===== config.mk =====
export PLATFORM = sky130hd
export DESIGN_NAME = pld_sqrt_cell
export DESIGN_NICKNAME = d
export VERILOG_FILES = /design/src/rtl/pld_pkg.sv /design/src/rtl/pld_sqrt_cell.sv
export SDC_FILE = /design/constraint.sdc
export NUM_CORES = 1
export LEC_CHECK = 0
export ABC_AREA = 1
export BUFFER_PORTS_ARGS = -buffer_cell sky130_fd_sc_hd__clkbuf_2
export CORE_MARGIN = 2
export CORE_UTILIZATION = 46
export CTS_BUF_LIST = sky130_fd_sc_hd__clkbuf_2
export DETAILED_ROUTE_END_ITERATION = 8
export GPL_ROUTABILITY_DRIVEN = 1
export PLACE_DENSITY_LB_ADDON = 0.25
export SLEW_MARGIN = 20
export SYNTH_ARGS = -nofsm -noshare
export SYNTH_HDL_FRONTEND = slang
export SYNTH_SLANG_ARGS = --single-unit

===== constraint.sdc =====
create_clock -name clock -period 1.75 [get_ports clock]
set_input_delay 0 -clock clock [delete_from_list [all_inputs] [get_ports clock]]
set_output_delay 0 -clock clock [all_outputs]
set_load 0.005 [all_outputs]

===== src/rtl/pld_pkg.sv =====
`default_nettype none
package pld_pkg;

   localparam int CW           = 24;
   localparam int PW           = CW + 1;
   localparam int PRW          = 2 * PW;
   localparam int NUM_W        = 2 * PRW + 2;
   localparam int DIST_W       = 25;
   localparam int Q_W          = 2 * DIST_W;
   localparam int RW           = DIST_W + 2;
   localparam int FRONT_STAGES = 7;
   localparam int DIV_CELLS    = Q_W;
   localparam int SQRT_CELLS   = DIST_W;

   localparam logic [DIST_W-1:0] DIST_MAX = '1;

   typedef struct packed {
      logic [NUM_W-1:0] num;
      logic [NUM_W-1:0] sub;
      logic [Q_W-1:0]   quo;
      logic             sat;
      logic             degen;
   } div_type;

   typedef struct packed {
      logic [Q_W-1:0]    rad;
      logic [RW-1:0]     rem;
      logic [DIST_W-1:0] root;
      logic              sat;
      logic              degen;
   } sqrt_type;

endpackage
`default_nettype wire


===== src/rtl/pld_sqrt_cell.sv =====
`default_nettype none
module pld_sqrt_cell import pld_pkg::*; (
   input  wire logic clock,
   input  wire logic reset,
   input  wire logic adv,
   input  wire logic in_valid,
   input  sqrt_type  in_data,
   output logic      out_valid,
   output sqrt_type  out_data
);

   logic     valid_ff;
   sqrt_type data_ff, data_in;
   logic [RW-1:0] rem_t, trial;
   logic          take;

   always_comb begin
      rem_t        = {in_data.rem[RW-3:0], in_data.rad[Q_W-1:Q_W-2]};
      trial        = {in_data.root, 2'b01};
      take         = rem_t >= trial;
      data_in      = in_data;
      data_in.rad  = {in_data.rad[Q_W-3:0], 2'b00};
      data_in.rem  = take ? rem_t - trial : rem_t;
      data_in.root = {in_data.root[DIST_W-2:0], take};
   end

   always_ff @(posedge clock) begin
      if (reset) begin
         valid_ff <= 1'b0;
      end else if (adv) begin
         valid_ff <= in_valid;
      end
   end

   always_ff @(posedge clock) begin
      if (adv) begin
         data_ff <= data_in;
      end
   end

   assign out_valid = valid_ff;
   assign out_data  = data_ff;

endmodule
`default_nettype wire


==> results.ini <==
[status]
status = complete, no violations

[global_route]
grt_remaining_overflow = 0
grt_pass1_wl_um = 26000
grt_pass1_vias = 5105
track_usage_pct = 25.9
grt_max_degree = 47
antenna_found_initial = 1

[route]
wl_per_cell_um = 14.7
dr.first_iter.drc_count = 348
vias_per_cell = 4.54
wl_um = 17600
vias = 5439
antenna_left = 0
drt-pass1-iter-count = 5
drc = 0

[clock_tree]
htree_levels = 3
cts_tree = yes
clk_latency_ns = 0.60
clk_path_buf_depth = 2
cts-root-buf = clkbuf_2
numCtsBuffers = 9
cts_sinks = 103
path_clk_slew_ns = 0.31

[power]
switching_power_mw = 1.87
peakVddDrop_v = 0.000451
clock_power_share_pct = 20.3
pwr-share-seq_pct = 50.3
p_leak_nw = 4.52
switching_share_pct = 30.7
power_mw = 6.09
powerDensity_mw_per_mm2 = 692
p_int_mw = 4.22
power_frac_comb_pct = 29.4

[timing]
setup_viol = 0
clock_skew_ns = 0
hold_viol_final = 0
min_period_ns = 1.67
max_freq_mhz = 597
maxSlewViolCount = 0
period_share_pct = 95.7
tns_ns = 0

[cells_and_area]
fin_util_pct = 73.0
layout-drive-gt1-share_pct = 32.8
syn2layout_area_growth_pct = 54.9
fin_area_mm2 = 0.00881
nets = 1158

[worst_setup_path]
crit_buf_inv = 4
worstSetupPathType = in -> reg
crit_path_max_fanout = 4
start_kind = input port
arrival_ns = 2.09
crit_top_cell = nand2_1
slowest_stage = dlygate4sd3_1
required_ns = 2.17
critPathTopFamily = buffers and inverters
worst_path_largest_cell_delay_ns = 0.53
path_cells = dlygate4sd3_1, clkbuf_2, inv_1, ha_1, nand2_1, nand2_1, nand2_1, nand2_1, nand2_1, nand3_1, buf_4, xor2_1, nand2_1, o21ai_0
crit_path_end_kind = flop

[place]
port_buffers = 208
dp.final_hpwl_um = 12000
place_area_mm2 = 0.00738
routabilityCongestion = 0.954

[synth]
netlist_instances = 643
syn-cell-area_mm2 = 0.00569
synth_seq_cells = 103
synth_cell_type_count = 31
yosys_warnings = 0
seq_area_frac_synth_pct = 54.2
synth_area_per_cell_um2 = 8.84

[floorplanning]
initial_core_util_pct = 47.1
placeableCoreArea_mm2 = 0.0121
chipWidth_um = 115
rows = 40
die-area_mm2 = 0.0133
die_y_um = 115
ioPinCount = 213

[flow_run]
maxCapViolCount = 0

[worst_hold_path]
hold_path_class = in -> reg

state kept, by name, indices dropped and copies added, names as in the netlist:
name and flops:
out_data 102, out_valid 1
cell usage in the layout (no fill, tap or decap), drive strengths merged, types with 2 or more instances in the layout:
cell type and count:
a21oi 14, buf 64, clkbuf 217, conb 2, dlygate4sd3 106, edfxtp 102, ha 27, inv 142
nand2 220, nand3 34, nand3b 5, nand4 21, nor2 37, o21ai 13, o21bai 2, xor2 13
what timing repair did:
item | 4_1_cts | 5_1_grt
hold buffers | 106 | 0
resized for setup | 0 | 44
buffers inserted | 0 | 1
endpoints found under the setup margin | 0 | 28
hold endpoints to repair | 157 | 0
cells in the mapped netlist:
| library cell | count | share of area (%) |
|---|---|---|
| a21oi_1 | 13 | 1.1 |
| a21oi_4 | 1 | 0.29 |
| buf_1 | 1 | 0.066 |
| buf_2 | 2 | 0.18 |
| buf_4 | 2 | 0.26 |
| buf_6 | 2 | 0.40 |
| clkbuf_1 | 2 | 0.13 |
| conb_1 | 1 | 0.066 |
| dfxtp_1 | 1 | 0.35 |
| edfxtp_1 | 102 | 54 |
| ha_1 | 27 | 5.9 |
| inv_1 | 138 | 9.1 |
| inv_2 | 1 | 0.066 |
| mux2i_1 | 1 | 0.18 |
| nand2_1 | 216 | 14 |
| nand2_2 | 4 | 0.44 |
| nand3_1 | 32 | 2.8 |
| nand3_2 | 1 | 0.18 |
| nand3_4 | 1 | 0.31 |
| nand3b_1 | 5 | 0.66 |
| nand4_1 | 21 | 2.3 |
| nor2_1 | 33 | 2.2 |
| nor2_2 | 3 | 0.33 |
| nor2_4 | 1 | 0.20 |
| nor3_4 | 1 | 0.29 |
| nor3b_4 | 1 | 0.33 |
| o21ai_0 | 13 | 1.1 |
| o21bai_1 | 2 | 0.26 |
| or2_2 | 1 | 0.11 |
| xnor2_1 | 1 | 0.15 |
| xor2_1 | 13 | 2.0 |
power groups by stage:
stage,sequential (mW),clock [mW],combinational (mW)
after floorplan,3.14,0,0.678
after global placement,3.11,0,1.45
after detailed placement,3.12,0,1.47
after CTS,3.06,1.24,1.67
after global routing,3.09,1.34,1.98
final,3.06,1.24,1.79
through the flow:
stage               hold WS, ns  setup slack (ns)  std cells
finish                   0.0709            0.0761       1197
global route             0.0381          -0.00971       1197
CTS                      0.0312            0.0490       1195
detailed placement        0.164           -0.0656       1073
global placement          0.158           -0.0700       1073
floorplan                0.0724            0.0840        644
metal layers:
metal	vias to the layer above	GRT usage, %	wire length, µm
li1	2796	-	-
met1	2420	30.9	7250
met2	191	46.0	8740
met3	32	5.22	1130
met4	0	10.1	470
met5	-	0	0
final cells by class:
cell class                      count  area [µm²]
Sequential cell                   103        3080
Antenna cell                        1        2.50
Timing Repair Buffer              377        2620
Multi-Input combinational cell    393        2250
Clock inverter                      6        75.1
Fill cell                         891        3250
Clock buffer                       10        50.0
Tap cell                          168         210
Inverter                          139         522
worst reg2reg max path, delay by kind of cell, from the launching register on:
kind                   cells  cell delay, ns
flip-flops                 1            0.38
buffers and inverters      1            0.55
AND/OR/NAND/NOR            1            0.06
multiplexers               1            0.14
kinds of logic after synthesis:
group | share of synthesized area (%)
other | 0.0659
muxes | 0.176
AOI/OAI and AO/OA | 2.84
buffers and inverters | 10.2
xor gates and xnor gates | 2.16
adders and majority gates | 5.94
DFF | 54.2
and+or+nand+nor | 24.4
path summary, 6_finish.rpt:
kind / start / endpoint / cells past startpoint / slack [ns]
worst max-delay path: in_data[3] / out_data[37] / 14 / 0.08
worst min register to register: out_valid / out_valid / 3 / 1.13
worst min-delay path: in_data[2] / out_data[3] / 2 / 0.07
worst max register to register: out_valid / out_valid / 3 / 0.56
Note: power is estimated with default switching activity, not from simulation.
