[config.mk]
export PLATFORM = sky130hd
export DESIGN_NAME = pld_div_cell
export DESIGN_NICKNAME = d
export VERILOG_FILES = /design/src/rtl/pld_pkg.sv /design/src/rtl/pld_div_cell.sv
export SDC_FILE = /design/constraint.sdc
export NUM_CORES = 1
export LEC_CHECK = 0
export BUFFER_PORTS_ARGS = -buffer_cell sky130_fd_sc_hd__buf_2
export CAP_MARGIN = 25
export CORE_MARGIN = 10
export CORE_UTILIZATION = 50
export DETAILED_ROUTE_END_ITERATION = 10
export GPL_TIMING_DRIVEN = 1
export PLACE_DENSITY_LB_ADDON = 0.3
export SLEW_MARGIN = 20
export SYNTH_ARGS = -nofsm -noshare
export SYNTH_HDL_FRONTEND = slang
export SYNTH_SLANG_ARGS = --single-unit
[constraint.sdc]
create_clock -name clock -period 7.84 [get_ports clock]
set_clock_uncertainty 0.05 [all_clocks]
set_input_delay 0.392 -clock clock [delete_from_list [all_inputs] [get_ports clock]]
set_output_delay 0.392 -clock clock [all_outputs]
set_load 0.05 [all_outputs]
[src/rtl/pld_pkg.sv]
`default_nettype none
package pld_pkg;

   localparam int CW           = 24;
   localparam int PW           = CW + 1;
   localparam int PRW          = 2 * PW;
   localparam int NUM_W        = 2 * PRW + 2;
   localparam int DIST_W       = 25;
   localparam int Q_W          = 2 * DIST_W;
   localparam int RW           = DIST_W + 2;
   localparam int FRONT_STAGES = 7;
   localparam int DIV_CELLS    = Q_W;
   localparam int SQRT_CELLS   = DIST_W;

   localparam logic [DIST_W-1:0] DIST_MAX = '1;

   typedef struct packed {
      logic [NUM_W-1:0] num;
      logic [NUM_W-1:0] sub;
      logic [Q_W-1:0]   quo;
      logic             sat;
      logic             degen;
   } div_type;

   typedef struct packed {
      logic [Q_W-1:0]    rad;
      logic [RW-1:0]     rem;
      logic [DIST_W-1:0] root;
      logic              sat;
      logic              degen;
   } sqrt_type;

endpackage
`default_nettype wire

[src/rtl/pld_div_cell.sv]
`default_nettype none
module pld_div_cell import pld_pkg::*; (
   input  wire logic clock,
   input  wire logic reset,
   input  wire logic adv,
   input  wire logic in_valid,
   input  div_type   in_data,
   output logic      out_valid,
   output div_type   out_data
);

   logic    valid_ff;
   div_type data_ff, data_in;
   logic    take;

   always_comb begin
      take          = in_data.num >= in_data.sub;
      data_in       = in_data;
      data_in.num   = take ? in_data.num - in_data.sub : in_data.num;
      data_in.sub   = in_data.sub >> 1;
      data_in.quo   = {in_data.quo[Q_W-2:0], take};
   end

   always_ff @(posedge clock) begin
      if (reset) begin
         valid_ff <= 1'b0;
      end else if (adv) begin
         valid_ff <= in_valid;
      end
   end

   always_ff @(posedge clock) begin
      if (adv) begin
         data_ff <= data_in;
      end
   end

   assign out_valid = valid_ff;
   assign out_data  = data_ff;

endmodule
`default_nettype wire

==> results of run 1 <==
[routing by layer]
layer,up-vias,share of wire (%)
li1,7226,-
met1,7101,39
met2,678,49
met3,112,8.5
met4,6,3.5
met5,-,0.076
[cell type report]
type	count	area, um2	share of cell area [%]
sequential	256	7680	36.4
tap	402	503	2.38
inverter	140	526	2.49
clock buffer	31	691	3.27
multi-input combinational	1168	7430	35.2
clock inverter	18	169	0.800
antenna	12	30.0	0.142
timing repair buffer	664	4080	19.3
[logic make-up (layout without fill, tap and decap cells)]
family,after synthesis,in the layout,synth area share [%]
mux,6,6,0.408
other cells,1,13,0.0235
flops,256,256,48.1
simple gates,472,472,13.9
compound gates,500,500,19.4
fa+ha+maj,103,103,8.12
xor+xnor,86,86,4.72
buf+inv,212,853,5.38
[per-stage QoR]
step,hold slack (ns),setup slack [ns],cell area (um2),instances
2_1_floorplan,0.414,4.29,16000,1636
3_3_place_gp,0.418,2.68,18800,2485
3_5_place_dp,0.446,2.60,18800,2485
4_1_cts,0.00177,2.81,21100,2678
5_1_grt,0.00126,2.62,21100,2688
6_report,0.0187,2.80,21100,2691
[critical path, stage by stage]
cell and delay, ns:
dlygate4sd3_1 0.54, buf_2 0.14, inv_1 0.08, fa_1 0.47, a21o_1 0.20, a221o_1 0.38, a32oi_2 0.36, a2111oi_2 0.13
a211oi_2 0.39, o221a_4 0.31, a21oi_2 0.08, o22ai_4 0.17, buf_4 0.48, buf_4 0.69, mux2_2 0.42
[final timing paths]
| check | endpoint | slack (ns) |
|---|---|---|
| worst max-delay path | out_data[203] | 2.80 |
| worst min-delay path | out_data[140] | 0.02 |
| worst max register to register | out_valid | 7.21 |
| worst min register to register | out_valid | 0.46 |
[flip-flops by register name, indices dropped and copies added (netlist names)]
signal     flops
out_data     255
out_valid      1
[cell usage in the layout, fill, tap and decap left out, types with 10 or more instances in the layout]
cell type and instances:
o21bai_1 25, o31ai_1 11, clkbuf_16 27, nand2_1 204, dlygate4sd3_1 145, nor2_1 86, nor4_1 13, nor3_1 23
edfxtp_1 255, nand3_1 26, o21ai_0 168, o21a_1 13, inv_1 139, xor2_1 38, a21oi_1 158, diode_2 12
ha_1 102, a21o_1 39, buf_2 513, xnor2_1 48, and2_1 10, nand2b_1 10, nand4_1 48
[power groups by stage]
stage | clock [mW] | combinational, mW | sequential [mW]
detailed placement | 0 | 1.50 | 1.74
global placement | 0 | 1.48 | 1.74
floorplan | 0 | 0.567 | 2.25
CTS | 1.28 | 1.57 | 1.72
global route | 1.34 | 1.69 | 1.73
finish | 1.28 | 1.58 | 1.72
[timing repair]
action                                 4_1_cts  5_1_grt
endpoints found under the hold margin      144        1
hold buffers                               144        1
setup endpoints to repair                    0        0
==> flow_summary.json, run 1 <==
{
  "crit_type": "in -> reg",
  "insertion_delay_ns": 0.56,
  "met2_usage_pct": 49.2,
  "start_util_pct": 50.6,
  "hp-start": "in_data[141]",
  "vias": 15100,
  "use_met3_pct": 6.66,
  "syn_area_per_cell_um2": 9.76,
  "drtIter0Drc": 1125,
  "yosysWarningCount": 0,
  "syn_area_mm2": 0.0160,
  "leakage_nw": 9.35,
  "synth.distinct_cells": 82,
  "reg2reg_from": "out_valid",
  "drv_slew": 0,
  "internal-power_mw": 2.84,
  "cp.arrival_ns": 5.30,
  "max-slew-margin-rel_pct": 35.6,
  "die-area_mm2": 0.0395,
  "required_ns": 8.10,
  "grt_pass1_vias": 15000,
  "io_pins": 517,
  "clkSinkCount": 256,
  "post_drt_wl_per_cell_um": 21.9,
  "p_seq_share_pct": 37.6,
  "post-cts-setup-buffers": 0,
  "rows": 65,
  "synth_cells": 1636,
  "coreArea_mm2": 0.0316,
  "holdPathStages": 1,
  "max-vdd-ir-drop_mv": 0.168,
  "syn2layout_area_growth_pct": 32.3,
  "timing.final.crit_share_pct": 64.3,
  "yosysSeqAreaShare_pct": 48.1,
  "drive_gt1_share_pct": 26.3,
  "reg2regPathDepth": 2,
  "grt_first_pass_wirelength_mm": 87.7,
  "async_flop_share_pct": 0,
  "clkTransAtPathRegs_ns": 0.06,
  "dr.pass1.iters": 5,
  "top_usage_layer": "met2",
  "clockPowerShare_pct": 27.9,
  "rsz0062_at_grt": "false",
  "yosysMostFrequentCell": "edfxtp_1",
  "numCtsBuffers": 27,
  "grt_max_degree": 159,
  "worst_pin_slew_ns": 0.965,
  "ys_ff_latch": 256,
  "p_total_mw": 4.58,
  "final_antenna_net_count": 0,
  "fin_nets": 2620,
  "postCtsResizedCells": 0,
  "cts-root-buf": "clkbuf_16",
  "synth_top_area_share_pct": 48.0,
  "p_sw_share_pct": 38.0,
  "max_freq_mhz": 198,
  "synth_largest_area_cell": "edfxtp_1",
  "die_y_um": 199,
  "clock_path_buffers": 3,
  "critPathLaunch": "in_data[53]",
  "hp-class": "in -> reg",
  "cp-start-kind": "input pin",
  "port_buffers": 514,
  "track_usage_pct": 28.4,
  "setup_viol": 0,
  "combPwrFrac_pct": 34.6,
  "cts_tree": "yes",
  "cts_max_level": 1,
  "power_density_mw_per_mm2": 217,
  "power.switching_mw": 1.74,
  "crit_fanout": 83,
  "die_x_um": 199,
  "drc": 0,
  "postRouteWirelength_mm": 58.9,
  "ys.flop_type": "edfxtp_1",
  "period_minus_slack_ns": 5.04,
  "use_met1_pct": 33.5,
  "syn-num-nets": 1999,
  "dpl.hpwl_mm": 44.1,
  "antenna_found_initial": 12,
  "place_congestion": 0.906,
  "outcome": "completed",
  "synth-edff-count": 255,
  "drv_cap": 0,
  "fillers": 2472,
  "final.setup.tns_ns": 0,
  "viasPerCell": 5.62,
  "hold_viol_final": 0,
  "netlist_top_cells_area": "edfxtp_1, ha_1, o21ai_0",
  "ys_top_cells_by_count": "edfxtp_1, nand2_1, o21ai_0, a21oi_1, inv_1",
  "critPathCaptureType": "flop",
  "globalRoute.totalOverflow": 0,
  "utilization_pct": 66.9
}
No activity file was read; power rests on OpenSTA's default activity.
==> run 2: changes to the inputs <==
- ABC_AREA: not set -> 1
- clock period: 7.84 -> 4.3 ns (I/O delays scaled with it)
==> run 2 against run 1 <==
The flow now finishes with violations (negative hold slack); first-iteration DRC count up 110%; non-clock buffer count increased by 116; clock power rose by 98%; core utilization rose by 0.36 points; critical path type unchanged; largest power group is now combinational cells.
==> flow_summary.json, run 2 <==
{
  "cp-start-kind": "input pin",
  "synth_top_area_share_pct": 38.1,
  "fin_area_mm2": 0.0267,
  "track_usage_pct": 34.6,
  "insertion_delay_ns": 0.57,
  "cts_tree": "yes",
  "post-cts-setup-buffers": 0,
  "hp-class": "in -> reg",
  "clkSinkCount": 256,
  "port_buffers": 514,
  "drv_cap": 0,
  "required_ns": 4.56,
  "syn-num-nets": 3348,
  "use_met3_pct": 6.36,
  "numCtsBuffers": 27,
  "grt_max_degree": 110,
  "die_y_um": 220,
  "cts-root-buf": "clkbuf_16",
  "critPathCaptureType": "flop",
  "grt_pass1_vias": 21400,
  "die_x_um": 220,
  "clock_path_buffers": 3,
  "max_freq_mhz": 284,
  "cpLargestDelayFamily": "simple AND/OR/NAND/NOR gates",
  "drc": 0,
  "postCtsResizedCells": 0,
  "syn_area_mm2": 0.0201,
  "setup_slack_ns": 0.783,
  "synth-edff-count": 255,
  "async_flop_share_pct": 0,
  "worstPathCellList": "dlygate4sd3_1, buf_2, inv_1, ha_1, inv_1, fa_1, nand3_1, nor2_1, nand2_1, nand3_1, nand2_1, nand2_1, nand2_1, nand2_1, nand2_1, nand3_1, nand2_1, nand3_1, nand2_1",
  "dpl.hpwl_mm": 65.9,
  "viasPerCell": 5.05,
  "period_minus_slack_ns": 3.52,
  "top_usage_layer": "met2",
  "postRouteWirelength_mm": 86.8,
  "syn_area_per_cell_um2": 6.73,
  "yosysWarningCount": 0,
  "globalRoute.totalOverflow": 0,
  "violations": "negative hold slack",
  "yosysMostFrequentCell": "nand2_1",
  "post_drt_wl_per_cell_um": 20.1,
  "synth.distinct_cells": 39,
  "slowest_delay_ns": 0.52,
  "grt_first_pass_wirelength_mm": 128,
  "layout.cells.most_common_list": "nand2_1, inv_1, buf_2, edfxtp_1, dlygate4sd3_1",
  "hold_viol_final": 1,
  "clkTransAtPathRegs_ns": 0.07,
  "drive_gt1_share_pct": 16.0,
  "worst_pin_slew_ns": 0.836,
  "ys_top_cells_by_count": "nand2_1, inv_1, edfxtp_1, nor2_1, ha_1",
  "drv_slew": 0,
  "cp_num_buf_inv": 4,
  "die-area_mm2": 0.0486,
  "timing.final.crit_share_pct": 81.8,
  "netlist_top_cells_area": "edfxtp_1, nand2_1, inv_1",
  "ys_ff_latch": 256,
  "synth_largest_area_cell": "edfxtp_1",
  "ys.flop_type": "edfxtp_1",
  "fin_nets": 4124,
  "yosysSeqAreaShare_pct": 38.2,
  "io_pins": 517,
  "crit_type": "in -> reg",
  "setup_viol": 0,
  "vias": 21800,
  "place_congestion": 1.04,
  "crit_fanout": 4,
  "start_util_pct": 50.5,
  "final.setup.tns_ns": 0,
  "post-place-ws_ns": 1.05,
  "leakage_nw": 14.8,
  "coreArea_mm2": 0.0397,
  "layout_commonest_cell": "nand2_1",
  "synth_cells": 2985,
  "place_area_mm2": 0.0233,
  "rsz0062_at_grt": "false",
  "rows": 73,
  "crit_slowest_cell": "dlygate4sd3_1",
  "power_density_mw_per_mm2": 342,
  "outcome": "finished, violations left",
  "syn2layout_area_growth_pct": 33.1,
  "holdWs_ns": -0.0129,
  "cp.arrival_ns": 3.77,
  "use_met1_pct": 44.4,
  "dr.pass1.iters": 5,
  "cts_max_level": 1,
  "final_antenna_net_count": 0,
  "met2_usage_pct": 58.6,
  "crit_path_frequent_cell": "nand2_1",
  "antenna_found_initial": 3,
  "max-slew-margin-rel_pct": 44.3,
  "max-vdd-ir-drop_mv": 0.373,
  "drtIter0Drc": 2396,
  "largest_reg_flops": 255
}
[run 2: area by class of cell]
class                      instances  area, um2
clock inverter                    20        258
inverter                         731       2740
sequential                       256       7680
multi-input combinational       1965       9440
tap                              525        657
clock buffer                      30        687
timing repair buffer             780       5260
fill                            3388      13000
antenna                            5       12.5
[run 2: per-stage QoR]
stage	utilization, %	instances	hold WS [ns]	total power, mW
detailed placement	58.5	4006	0.325	6.33
global route	67.3	4311	-0.00755	9.51
CTS	67.2	4307	0.00109	9.01
floorplan	-	2985	0.237	5.37
finish	67.3	4312	-0.0129	9.15
global placement	58.5	4006	0.322	6.30
[run 2: logic make-up after synthesis]
family	count (synthesis)	synth area share, %
buffers and inverters	764	14.8
AO/OA/AOI/OAI	159	4.22
XOR/XNOR	61	2.66
flip-flops	256	38.2
adder cells (fa/ha/maj)	103	6.45
AND/OR/NAND/NOR	1640	33.5
other	1	0.0187
multiplexers	1	0.0498
[run 2: layer usage]
metal	vias up	wire (um)
met3	126	8120
met1	9918	35100
met5	-	0
met4	0	2410
met2	1056	41100
li1	10700	-
[run 2: repair_timing]
item                       in CTS  in global routing
hold endpoints to repair      250                  0
setup endpoints to repair       0                  0
hold buffers                  251                  0
[run 2: where the power goes]
group / switching [mW] / internal, mW
Sequential: 0.0821 / 3.07
Clock: 1.04 / 1.51
Combinational: 2.50 / 0.948
[run 2: tightest hold or removal path: stages]
cell and delay (ns):
buf_2 0.11, inv_1 0.05, o21ai_1 0.12
[run 2: final timing paths]
path | cells after the start | slack [ns] | to | from
worst max-delay path | 19 | 0.78 | out_data[252] | in_data[154]
worst min-delay path | 3 | -0.01 | out_data[193] | in_data[193]
worst max register to register | 3 | 3.13 | out_valid | out_valid
worst min register to register | 3 | 0.98 | out_valid | out_valid
==> run 3: changes to the inputs <==
- clock period: 4.3 -> 2.95 ns (I/O delays scaled with it)
==> run 3 against run 2 <==
The run now ends clean; non-clock buffer count up 87; clock power up 29%; combinational power up 53%; register-to-register slack worse by 1.4 ns; total power up 44%; worst setup slack worse by 0.73 ns; sequential power up 46%; design area up 2.5%; global-route usage up 1.2 points.
==> flow_summary.json, run 3 (synthesized netlist as in run 2, its figures left out) <==
{
  "globalRoute.totalOverflow": 0,
  "grt_first_pass_wirelength_mm": 132,
  "fillers": 3222,
  "hp-class": "in -> reg",
  "drc": 0,
  "critPathCaptureType": "flop",
  "worst_pin_slew_ns": 0.583,
  "syn2layout_area_growth_pct": 36.4,
  "leakage_nw": 15.2,
  "reg2reg_from": "out_valid",
  "post_drt_wl_per_cell_um": 20.5,
  "die_y_um": 220,
  "hold_viol_final": 0,
  "max_freq_mhz": 345,
  "fin_nets": 4210,
  "holdPathStages": 1,
  "vias": 22400,
  "reg2reg_slack_ns": 1.76,
  "period_minus_slack_ns": 2.90,
  "max-vdd-ir-drop_mv": 0.515,
  "cts_tree": "yes",
  "layout_commonest_cell": "nand2_1",
  "dpl.hpwl_mm": 67.8,
  "drive_gt1_share_pct": 18.1,
  "numCtsBuffers": 26,
  "post-cts-setup-buffers": 0,
  "grt_pass1_vias": 22100,
  "setup_viol": 0,
  "cp.arrival_ns": 3.24,
  "holdPathEnd": "out_data[18]",
  "power_density_mw_per_mm2": 480,
  "io_pins": 517,
  "cts_max_level": 1,
  "die-area_mm2": 0.0486,
  "cp-start-kind": "input pin",
  "clkSinkCount": 256,
  "outcome": "completed",
  "drv_slew": 0,
  "crit_fanout": 16,
  "hp-start": "adv",
  "drv_cap": 0,
  "required_ns": 3.29,
  "final_antenna_net_count": 0,
  "grt_max_degree": 69,
  "reg2regPathDepth": 3,
  "coreArea_mm2": 0.0397,
  "start_util_pct": 50.5,
  "layout.cells.most_common_list": "nand2_1, inv_1, buf_2, dlygate4sd3_1, edfxtp_1",
  "holdWs_ns": 0.0253,
  "rsz0062_at_grt": "true",
  "antenna_found_initial": 5,
  "insertion_delay_ns": 0.57,
  "dr.pass1.iters": 8,
  "clock_path_buffers": 3,
  "max-slew-margin-rel_pct": 61.2,
  "track_usage_pct": 35.8,
  "port_buffers": 514,
  "drtIter0Drc": 2584,
  "final.setup.tns_ns": 0,
  "viasPerCell": 5.10,
  "largest_reg_flops": 255,
  "crit_type": "in -> reg",
  "place_congestion": 1.03,
  "die_x_um": 220,
  "rows": 73,
  "timing.final.crit_share_pct": 98.2,
  "clkTransAtPathRegs_ns": 0.07,
  "postRouteWirelength_mm": 89.9,
  "cts-root-buf": "clkbuf_16",
  "rr_endpoint": "out_valid"
}
[run 3: area by class of cell]
| type | count | area [um2] | share of cell area (%) |
|---|---|---|---|
| Multi-Input combinational cell | 1965 | 9480 | 34.6 |
| Sequential cell | 256 | 7680 | 28.0 |
| Timing Repair Buffer | 867 | 6020 | 22.0 |
| Inverter | 731 | 2740 | 10.0 |
| Tap cell | 525 | 657 | 2.40 |
| Clock buffer | 27 | 654 | 2.39 |
| Clock inverter | 19 | 154 | 0.562 |
| Antenna cell | 5 | 12.5 | 0.0457 |
[run 3: repair_timing]
action | CTS | global route
endpoints found under the hold margin | 255 | 0
resized for setup | 0 | 15
setup endpoints to repair | 0 | 101
hold buffers | 256 | 0
[run 3: routing by layer]
layer | vias to the layer above | part of all wire [%] | GRT usage, % | wire [um]
li1 | 10800 | - | - | -
met1 | 10100 | 39 | 44.8 | 35100
met2 | 1236 | 46 | 59.5 | 41700
met3 | 197 | 11 | 8.33 | 9650
met4 | 0 | 3.8 | 13.3 | 3430
met5 | - | 0 | 0 | 0
[run 3: report_power, final]
part,switching [mW],total [mW],internal [mW]
sequential,0.123,4.60,4.48
clock,1.49,3.27,1.78
combinational,3.74,5.28,1.55
total,5.35,13.2,7.81
[run 3: through the flow]
step	cell area [um2]	utilization, %	power (mW)	instances	worst slack [ns]
4_1_cts	27300	68.8	12.9	4390	0.0983
2_1_floorplan	20100	-	7.83	2985	0.702
6_report	27400	69.0	13.2	4395	0.0544
5_1_grt	27400	69.0	13.7	4395	-0.0367
3_5_place_dp	24000	60.3	9.44	4088	0.0953
3_3_place_gp	24000	60.3	9.39	4088	0.180
[run 3: worst max-delay path by stage]
stage,startpoint,endpoint,slack [ns],cells after the start
after floorplan,in_data[154],out_data[243],0.70,16
final,in_data[73],out_data[207],0.05,17
after CTS,in_data[175],out_data[183],0.1,15
after detailed placement,in_data[73],out_data[167],0.1,15
after global placement,in_data[145],out_data[172],0.18,14
after global routing,in_data[154],out_data[198],-0.04,18
[run 3: critical path, cell delays in order]
cell and delay, ns:
dlygate4sd3_1 0.55, buf_2 0.13, inv_1 0.05, ha_1 0.37, nand2_1 0.18, nor2_2 0.17
inv_1 0.10, nor2_1 0.16, nand2_1 0.18, nor3_2 0.17, buf_4 0.16, nand3_2 0.12
nand3_4 0.15, buf_12 0.19, buf_4 0.19, nand2_1 0.09, o21ai_1 0.13
